--- config.mk ---
export PLATFORM = sky130hd
export DESIGN_NAME = lcd_command_pixel_writer_flat
export DESIGN_NICKNAME = d
export VERILOG_FILES = /design/src/rtl/core/lcpw_pkg.sv /design/src/rtl/core/lcpw_bus_if.sv /design/src/rtl/core/lcpw_ctrl.sv /design/src/rtl/core/lcpw_out.sv /design/src/rtl/core/lcd_command_pixel_writer.sv /design/src/flat_wrapper.sv
export SDC_FILE = /design/constraint.sdc
export NUM_CORES = 1
export LEC_CHECK = 0
export ABC_AREA = 1
export BUFFER_PORTS_ARGS = -buffer_cell sky130_fd_sc_hd__clkbuf_2
export CAP_MARGIN = 15
export CORE_MARGIN = 3
export CORE_UTILIZATION = 35
export CTS_CLUSTER_SIZE = 16
export DETAILED_ROUTE_END_ITERATION = 7
export PLACE_DENSITY_LB_ADDON = 0.25
export SLEW_MARGIN = 5
export SYNTH_ARGS = -nofsm -noshare
export SYNTH_HDL_FRONTEND = slang
export SYNTH_SLANG_ARGS = --single-unit
export TNS_END_PERCENT = 1
--- constraint.sdc ---
create_clock -name clk -period 9.35 [get_ports clk]
set_input_delay 1.87 -clock clk [delete_from_list [all_inputs] [get_ports clk]]
set_output_delay 1.87 -clock clk [all_outputs]
set_load 0.01 [all_outputs]
--- src/rtl/core/lcpw_pkg.sv ---
// ----------------------------------------------------------------------------
// LCD command pixel writer package
// Command codes, result kinds, result record and color conversion.
// ----------------------------------------------------------------------------
`timescale 1ns / 1ps

package lcpw_pkg;

  localparam logic       OP_COMMAND = 1'b0;
  localparam logic       OP_DATA    = 1'b1;

  localparam logic [7:0] CMD_SCROLL    = 8'h37;
  localparam logic [7:0] CMD_RAM_START = 8'h2C;
  localparam logic [7:0] CMD_RAM_CONT  = 8'h3C;
  localparam logic [7:0] CMD_COLUMN    = 8'h2A;
  localparam logic [7:0] CMD_PAGE      = 8'h2B;

  localparam logic [4:0] PARAM_LIMIT = 5'd24;

  localparam logic KIND_PIXEL  = 1'b0;
  localparam logic KIND_SCROLL = 1'b1;

  typedef struct packed {
    logic        kind;
    logic [15:0] column;
    logic [15:0] row;
    logic [23:0] color;
    logic [15:0] scroll_pos;
  } res_t;

  function automatic logic [23:0] rgb565_to_888(input logic [15:0] w);
    return {w[15:11], 3'b000, w[10:5], 2'b00, w[4:0], 3'b000};
  endfunction

endpackage

--- src/rtl/core/lcpw_bus_if.sv ---
// ----------------------------------------------------------------------------
// LCD command pixel writer channels
// Bus item channel and result channel with valid/ready transfer.
// ----------------------------------------------------------------------------
`timescale 1ns / 1ps

interface lcpw_bus_if;
  logic        valid;
  logic        ready;
  logic        operation;
  logic [15:0] value;

  modport source (output valid, output operation, output value, input ready);
  modport sink   (input valid, input operation, input value, output ready);
endinterface

interface lcpw_res_if;
  logic        valid;
  logic        ready;
  logic        kind;
  logic [15:0] column;
  logic [15:0] row;
  logic [23:0] color;
  logic [15:0] scroll_pos;

  modport source (output valid, output kind, output column, output row,
                  output color, output scroll_pos, input ready);
  modport sink   (input valid, input kind, input column, input row,
                  input color, input scroll_pos, output ready);
endinterface

--- src/rtl/core/lcpw_ctrl.sv ---
// ----------------------------------------------------------------------------
// LCD command pixel writer control
// Command decode, parameter collection, window registers and write pointer.
// ----------------------------------------------------------------------------
`timescale 1ns / 1ps

module lcpw_ctrl (
  input  logic          clk,
  input  logic          rst,
  input  logic          accept,
  input  logic          operation,
  input  logic [15:0]   value,
  output logic          res_valid,
  output lcpw_pkg::res_t res
);
  import lcpw_pkg::*;

  typedef enum logic [1:0] {
    MODE_IDLE,
    MODE_RAM,
    MODE_COLLECT,
    MODE_DONE
  } mode_t;

  mode_t       mode, mode_next, mode_eff;
  logic [4:0]  param_count, param_count_next;
  logic [7:0]  byte0, byte1, byte2;
  logic [7:0]  byte0_next, byte1_next, byte2_next;
  logic [7:0]  current_command, current_command_next;
  logic [15:0] column_start, column_start_next;
  logic [15:0] column_end, column_end_next;
  logic [15:0] page_start, page_start_next;
  logic [15:0] page_end, page_end_next;
  logic [15:0] next_column, next_column_next;
  logic [15:0] next_page, next_page_next;
  logic        write_enable, write_enable_next;
  logic [15:0] column_inc, page_inc;

  assign column_inc = next_column + 16'd1;
  assign page_inc   = next_page + 16'd1;

  always_comb begin
    mode_next            = mode;
    mode_eff             = mode;
    param_count_next     = param_count;
    byte0_next           = byte0;
    byte1_next           = byte1;
    byte2_next           = byte2;
    current_command_next = current_command;
    column_start_next    = column_start;
    column_end_next      = column_end;
    page_start_next      = page_start;
    page_end_next        = page_end;
    next_column_next     = next_column;
    next_page_next       = next_page;
    write_enable_next    = write_enable;
    res_valid            = 1'b0;
    res                  = '0;

    if (accept) begin
      if (operation == OP_COMMAND) begin
        write_enable_next    = 1'b1;
        param_count_next     = '0;
        current_command_next = value[7:0];
        if (value[7:0] == CMD_RAM_START) begin
          next_page_next   = page_start;
          next_column_next = column_start;
          mode_next        = MODE_RAM;
        end else begin
          mode_next = MODE_IDLE;
        end
      end else if (mode != MODE_DONE) begin
        if (mode == MODE_IDLE) begin
          mode_eff = (current_command == CMD_RAM_CONT) ? MODE_RAM : MODE_COLLECT;
        end
        mode_next = mode_eff;
        if (mode_eff == MODE_RAM) begin
          if (write_enable) begin
            res_valid  = 1'b1;
            res.kind   = KIND_PIXEL;
            res.column = next_column;
            res.row    = next_page;
            res.color  = rgb565_to_888(value);
            if (column_inc > column_end) begin
              next_column_next = column_start;
              next_page_next   = page_inc;
              if (page_inc > page_end) begin
                write_enable_next = 1'b0;
              end
            end else begin
              next_column_next = column_inc;
            end
          end
        end else if (param_count < PARAM_LIMIT) begin
          param_count_next = param_count + 5'd1;
          case (param_count)
            5'd0:    byte0_next = value[7:0];
            5'd1:    byte1_next = value[7:0];
            5'd2:    byte2_next = value[7:0];
            default: ;
          endcase
          unique case (current_command)
            CMD_SCROLL: begin
              if (param_count == 5'd1) begin
                res_valid      = 1'b1;
                res.kind       = KIND_SCROLL;
                res.scroll_pos = {byte0, value[7:0]};
                mode_next      = MODE_DONE;
              end
            end
            CMD_COLUMN: begin
              if (param_count == 5'd3) begin
                column_start_next = {byte0, byte1};
                column_end_next   = {byte2, value[7:0]};
                mode_next         = MODE_DONE;
              end
            end
            CMD_PAGE: begin
              if (param_count == 5'd3) begin
                page_start_next = {byte0, byte1};
                page_end_next   = {byte2, value[7:0]};
                mode_next       = MODE_DONE;
              end
            end
            default: ;
          endcase
        end
      end
    end
  end

  always_ff @(posedge clk) begin
    if (rst) begin
      mode            <= MODE_IDLE;
      param_count     <= '0;
      current_command <= '0;
      column_start    <= '0;
      column_end      <= '0;
      page_start      <= '0;
      page_end        <= '0;
      next_column     <= '0;
      next_page       <= '0;
      write_enable    <= 1'b1;
    end else begin
      mode            <= mode_next;
      param_count     <= param_count_next;
      current_command <= current_command_next;
      column_start    <= column_start_next;
      column_end      <= column_end_next;
      page_start      <= page_start_next;
      page_end        <= page_end_next;
      next_column     <= next_column_next;
      next_page       <= next_page_next;
      write_enable    <= write_enable_next;
    end
  end

  always_ff @(posedge clk) begin
    byte0 <= byte0_next;
    byte1 <= byte1_next;
    byte2 <= byte2_next;
  end

endmodule

--- src/rtl/core/lcpw_out.sv ---
// ----------------------------------------------------------------------------
// LCD command pixel writer output stage
// Result register with a skid entry behind it.
// ----------------------------------------------------------------------------
`timescale 1ns / 1ps

module lcpw_out (
  input  logic           clk,
  input  logic           rst,
  input  logic           push,
  input  lcpw_pkg::res_t push_data,
  output logic           room,
  output logic           out_valid,
  input  logic           out_ready,
  output lcpw_pkg::res_t out_data
);
  import lcpw_pkg::*;

  logic skid_valid;
  res_t skid_data;
  logic pop;

  assign pop  = out_valid && out_ready;
  assign room = !skid_valid;

  always_ff @(posedge clk) begin
    if (rst) begin
      out_valid  <= 1'b0;
      skid_valid <= 1'b0;
    end else if (!out_valid || pop) begin
      if (skid_valid) begin
        out_data   <= skid_data;
        out_valid  <= 1'b1;
        skid_valid <= 1'b0;
      end else begin
        out_data  <= push_data;
        out_valid <= push;
      end
    end else if (push) begin
      skid_data  <= push_data;
      skid_valid <= 1'b1;
    end
  end

endmodule

--- src/rtl/core/lcd_command_pixel_writer.sv ---
// ----------------------------------------------------------------------------
// LCD command pixel writer
// Turns a stream of LCD command and data transfers into pixel writes and
// scroll position updates.
// ----------------------------------------------------------------------------
// One bus transfer is taken each unstalled cycle: each item is decoded in the
// cycle it is transferred. Its result, if any, is in the result register on
// the next cycle when that register is empty or being drained; otherwise it
// waits in the skid entry and moves up once the held result is transferred.
// The bus keeps transferring while a result waits; bus.ready drops only when
// both the result register and the skid entry hold results. Window commands
// (0x2A, 0x2B) take four parameter bytes, scroll (0x37) takes two and
// produces a scroll result, and after 0x2C or 0x3C every data word produces
// an RGB888 pixel write at the walking pointer until the window is exhausted.
`timescale 1ns / 1ps

module lcd_command_pixel_writer (
  input logic        clk,
  input logic        rst,
  lcpw_bus_if.sink   bus,
  lcpw_res_if.source result
);
  import lcpw_pkg::*;

  logic accept;
  logic room;
  logic res_valid;
  res_t res;
  res_t out_data;

  assign bus.ready = room;
  assign accept    = bus.valid && room;

  lcpw_ctrl u_ctrl (
    .clk       (clk),
    .rst       (rst),
    .accept    (accept),
    .operation (bus.operation),
    .value     (bus.value),
    .res_valid (res_valid),
    .res       (res)
  );

  lcpw_out u_out (
    .clk       (clk),
    .rst       (rst),
    .push      (res_valid),
    .push_data (res),
    .room      (room),
    .out_valid (result.valid),
    .out_ready (result.ready),
    .out_data  (out_data)
  );

  assign result.kind       = out_data.kind;
  assign result.column     = out_data.column;
  assign result.row        = out_data.row;
  assign result.color      = out_data.color;
  assign result.scroll_pos = out_data.scroll_pos;

endmodule

--- src/flat_wrapper.sv ---
// flat-port wrapper written by rule: the top's interface ports become plain ports
module lcd_command_pixel_writer_flat import lcpw_pkg::*;
  (clk, rst, bus_valid, bus_operation, bus_value, bus_ready, result_valid, result_kind, result_column, result_row, result_color, result_scroll_pos, result_ready);
  lcpw_bus_if bus_i ();
  lcpw_res_if result_i ();
  input logic clk;
  input logic rst;
  input wire logic [$bits(bus_i.valid)-1:0] bus_valid;
  input wire logic [$bits(bus_i.operation)-1:0] bus_operation;
  input wire logic [$bits(bus_i.value)-1:0] bus_value;
  output wire logic [$bits(bus_i.ready)-1:0] bus_ready;
  output wire logic [$bits(result_i.valid)-1:0] result_valid;
  output wire logic [$bits(result_i.kind)-1:0] result_kind;
  output wire logic [$bits(result_i.column)-1:0] result_column;
  output wire logic [$bits(result_i.row)-1:0] result_row;
  output wire logic [$bits(result_i.color)-1:0] result_color;
  output wire logic [$bits(result_i.scroll_pos)-1:0] result_scroll_pos;
  input wire logic [$bits(result_i.ready)-1:0] result_ready;
  assign bus_i.valid = bus_valid;
  assign bus_i.operation = bus_operation;
  assign bus_i.value = bus_value;
  assign bus_ready = bus_i.ready;
  assign result_valid = result_i.valid;
  assign result_kind = result_i.kind;
  assign result_column = result_i.column;
  assign result_row = result_i.row;
  assign result_color = result_i.color;
  assign result_scroll_pos = result_i.scroll_pos;
  assign result_i.ready = result_ready;
  lcd_command_pixel_writer u_core (.clk(clk), .rst(rst), .bus(bus_i), .result(result_i));
endmodule
== Yosys cells after proc, flatten, opt, wreduce, memory -nomap -nowiden ==
Cells that the tools add are included.
Operators by class
  reduce and logical (&&, ||, !) cells: 23
  order comparisons: 3
  equal/unequal tests: 16
  add/subtract/negate cells: 3
  bitwise gates (word level): 4
  mux-type cells: 55
Operators with widths (count)
  73-bit 2-to-1 mux: 4
  16-bit 2-to-1 mux: 16
  56-bit 2-to-1 mux: 2
  8-bit by 6-bit equality test with 1-bit output, second input constant: 5
  16-bit by 1-bit adder with 16-bit output, second input constant: 2
  16-bit greater-than comparator: 2
  6-bit AND reduction: 4
  2-bit 2-to-1 mux: 11
  5-bit 2-to-1 mux: 4
  1-bit 2-to-1 mux: 17
  7-bit AND reduction: 2
  5-bit by 2-bit equality test with 1-bit output, second input constant: 2
  2-bit by 1-bit inequality test with 1-bit output, second input constant: 5
  2-bit AND reduction: 3
  3-bit AND reduction: 2
  5-bit by 1-bit adder with 5-bit output, second input constant: 1
  5-bit by 1-bit equality test with 1-bit output, second input constant: 1
  5-bit logical NOT: 1
  5-bit < comparator, second input constant: 1
  5-bit AND reduction: 1
  2-bit inequality test, second input constant: 2
  1-bit NOT: 4
  2-bit one-hot mux with 2 select lines: 1
  4-bit AND reduction: 1
  7 further kinds: 10
Storage, ports and cells
  flip-flop bits (word level): 284
  input port bits: 21

== Logic depth before layout (Yosys ltp) ==
  depth after elaboration: 12
  gate-level depth with buffers: 20

== Modules after synthesis ==
Synthesis repeated with hierarchy kept, for this count alone.
Unflattened totals
  cells, all modules: 1466
  area, all modules: 12913.6 um^2
Modules (own cells, without submodules)
  lcpw_ctrl: times used 1, cells each 1070, area each 7513.5 um^2
  lcpw_out: times used 1, cells each 394, area each 5392.7 um^2
  lcd_command_pixel_writer: times used 1, cells each 2, area each 7.5 um^2

== Least setup slack after synthesis ==
OpenSTA, ideal clock, no wires.
  kind: input-to-reg
  from: in bus_operation
  to: reg u_core.u_out.skid_data[0] (netlist name), enable pin
  buffers on the path: 2
  data required time: 8.840 ns
  data arrival time: 6.003 ns
  stages: 6
  path slack: 2.837 ns
  setup time: 0.510 ns
  cell sequence: clkbuf_2 inv_1 nor2_1 nand3b_2 buf_2 a21oi_1
Between the ends
  longest elaborated chain between the ends: 3
Ends and longest elaborated chain
  start, declared: RTL line flat_wrapper.sv:9  | input wire logic [$bits(bus_i.operation)-1:0] bus_operation;
  1-bit 2-to-1 mux: RTL line lcpw_ctrl.sv:61  | if (operation == OP_COMMAND) begin
  1-bit 2-to-1 mux: RTL line lcpw_ctrl.sv:60  | if (accept) begin
  3-bit AND reduction (no line)
  end signal, assigned: RTL line lcpw_out.sv:40  | skid_data <= push_data;
  end, declared: RTL line lcpw_out.sv:20  | res_t skid_data;
No other way between the ends.
A chain may end at the register's enable or synchronous reset.

== Final worst setup path ==
  from: in bus_operation
  to: reg u_core.u_out.skid_data[68] (netlist name), enable pin
The elaborated chain is that of the path after synthesis.

==> out/qor.yml <==
status: "complete, no violations"
die_w_um: 193
dr.pass1.iters: 5
antenna_left: 0
final_cell_mix: "nand2_1 (290), nor2_1 (183), inv_1 (172)"
final_nets: 1511
p_per_area_mw_per_mm2: 195
seqCellArea_sq_mm: 0.00691
pwr-share-clk: 0.444
finalSetupViolCount: 0
drcViolationCount: 0
syn2layout_area_growth_pct: 14.5
multi_input_area_sq_mm: 0.00432
pre_cts_ws_ns: 4.12
start_util: 0.360
start_kind: "input port"
fillers: 3379
hold_class: "flip-flop to flip-flop"
overflow: 0
cts_made_buffers: 29
endpoint_kind: "flip-flop"
worst_pin_slew_ns: 0.948
critPathKind: "input port to flip-flop"
yosysWarningCount: 0
finalHoldViolCount: 0
synth_area_sq_mm: 0.0122
antenna_found_initial: 0
fin_crit_sh: 0.498
rows: 67
ys_seq_area_frac: 0.566
via_per_inst: 4.69
ios: 96
antenna_cells: 0
cts-root-buf: "clkbuf_16"
cts_buffer_depth: 3
switchingPower_w: 0.000664
drtIter0Drc: 663
synth-seq-cells: 268
port_buffers: 87
maxCapViolCount: 0
fin_crit_ns: 4.65
vias: 9014
cts_sinks: 268
cts_resized: 0
critPathArrivalTime_ns: 4.83
finalPower_w: 0.00272
die-area_sq_mm: 0.0372
hold_buffers: 0
grt_pass1_wl_um: 46500
post-cts-setup-buffers: 0
seqPwrFrac: 0.473
yosys.cell_types.count: 39
final_max_slew_viol_count: 0
final_util: 0.412
grt_max_degree: 99
final_common_cell: "nand2_1"
cts_tree: "done"
rsz0062_at_grt: "false"
routed_wl_um: 29300
setup_tns_ns: 0
swShare: 0.244
fmax_mhz: 215
p_int_w: 0.00206
critical_path.max_fanout: 65
fp.dieH_um: 193
pwr-share-comb: 0.083
gp_congestion: 0.851
clk_pin_slew_ns: 0.06
core_sq_mm: 0.0340
wl_per_cell_um: 15.2
syn_inst: 1389
irDropWorstVdd_mv: 0.149
first_global_vias: 8403
cp_data_required_time_ns: 9.53
p_leak_nw: 5.65
grt_use_total: 0.157
hold_slack_ns: 0.453
drive_above_1_share: 0.113
hpwl_um: 20400
htree_levels: 1
clock_latency_ns: 0.57
syn_area_per_cell_sq_um: 8.79
fin_worst_skew_ns: 0.0219
setup_ws_ns: 4.70
max_slew_margin: 0.367
-- critical path: stages --
cell      delay [ns]
clkbuf_2        0.08
buf_4           0.38
inv_1           0.39
nor2_1          0.42
nand3b_2        0.59
a21oi_4         0.32
buf_4           0.69
-- power by group through the flow --
stage	Combinational, W	Clock, W	Sequential, W
after floorplan	0.000155	0	0.00131
after global placement	0.000222	0	0.00131
after detailed placement	0.000226	0	0.00131
after CTS	0.000227	0.00124	0.00129
after global routing	0.000259	0.00129	0.00129
final	0.000226	0.00121	0.00129
-- stage by stage --
stage	cell area [sq um]	cells
after detailed placement	12900	1868
final	14000	1923
after CTS	14000	1922
after global placement	12900	1868
after floorplan	12200	1396
after global routing	14000	1923
-- Yosys cell counts (all sizes together) --
cell / count / share of area
a211oi: 1 / 0.00062
a21o: 1 / 0.00062
a21oi: 89 / 0.037
and2: 3 / 0.0015
buf: 40 / 0.021
clkbuf: 30 / 0.0095
clkinv: 1 / 0.00031
conb: 1 / 0.00031
dfxtp: 114 / 0.19
edfxtp: 154 / 0.38
ha: 38 / 0.039
inv: 175 / 0.054
nand2: 291 / 0.090
nand3: 64 / 0.028
nand3b: 2 / 0.0015
nand4: 14 / 0.0084
nor2: 189 / 0.060
nor3: 19 / 0.010
nor4: 2 / 0.0010
o211ai: 1 / 0.00062
o21ai: 140 / 0.057
xnor2: 1 / 0.00072
xor2: 19 / 0.014
-- per-layer routing --
metal | global-route usage | part of all wire | routed length (um) | vias to the layer above
li1 | - | - | - | 4631
met1 | 0.230 | 0.49 | 14300 | 4155
met2 | 0.244 | 0.44 | 12900 | 189
met3 | 0.0274 | 0.056 | 1640 | 39
met4 | 0.0361 | 0.016 | 482 | 0
met5 | 0 | 0 | 0 | -
-- logic make-up (layout without fill, tap and decap cells) --
logic type	count (synthesis)	in the layout	synth area share
AND/OR/NAND/NOR	584	584	0.201
flip-flops	268	268	0.566
buffers and inverters	246	325	0.0842
AO/OA/AOI/OAI	232	232	0.0960
adder cells (fa/ha/maj)	38	38	0.0389
XOR/XNOR	20	20	0.0143
other	1	8	0.000307
-- worst paths after layout --
check / slack (ns) / from / depth (start not counted) / endpoint
hold / removal: 0.45 / u_core.u_ctrl.page_start[9] / 2 / u_core.u_ctrl.page_start[9]
hold reg to reg: 0.45 / u_core.u_ctrl.page_start[9] / 2 / u_core.u_ctrl.page_start[9]
setup / recovery: 4.70 / bus_operation / 7 / u_core.u_out.skid_data[68]
setup reg to reg: 5.32 / u_core.u_ctrl.next_column[1] / 15 / u_core.u_ctrl.next_page[15]
-- area by class of cell --
cell class | instances | share of cell area
timing repair buffer | 95 | 0.0363
sequential | 268 | 0.494
clock inverter | 7 | 0.00769
tap | 448 | 0.0401
multi-input combinational | 882 | 0.309
clock buffer | 47 | 0.0658
inverter | 176 | 0.0472
-- registers in the layout (all words and copies together) (netlist names) --
| signal | count |
|---|---|
| u_core.u_ctrl.byte1 | 8 |
| u_core.u_out.out_valid | 1 |
| u_core.u_ctrl.page_end | 16 |
| u_core.u_ctrl.write_enable | 1 |
| u_core.u_ctrl.current_command | 8 |
| u_core.u_ctrl.mode | 2 |
| u_core.u_ctrl.next_column | 16 |
| u_core.u_out.skid_valid | 1 |
| u_core.u_ctrl.param_count | 5 |
| u_core.u_ctrl.byte2 | 8 |
| u_core.u_out.out_data | 65 |
| u_core.u_ctrl.column_start | 16 |
| u_core.u_ctrl.page_start | 16 |
| u_core.u_ctrl.byte0 | 8 |
| u_core.u_ctrl.column_end | 16 |
| u_core.u_out.skid_data | 65 |
| u_core.u_ctrl.next_page | 16 |
Note: power is estimated with default switching activity, not from simulation.
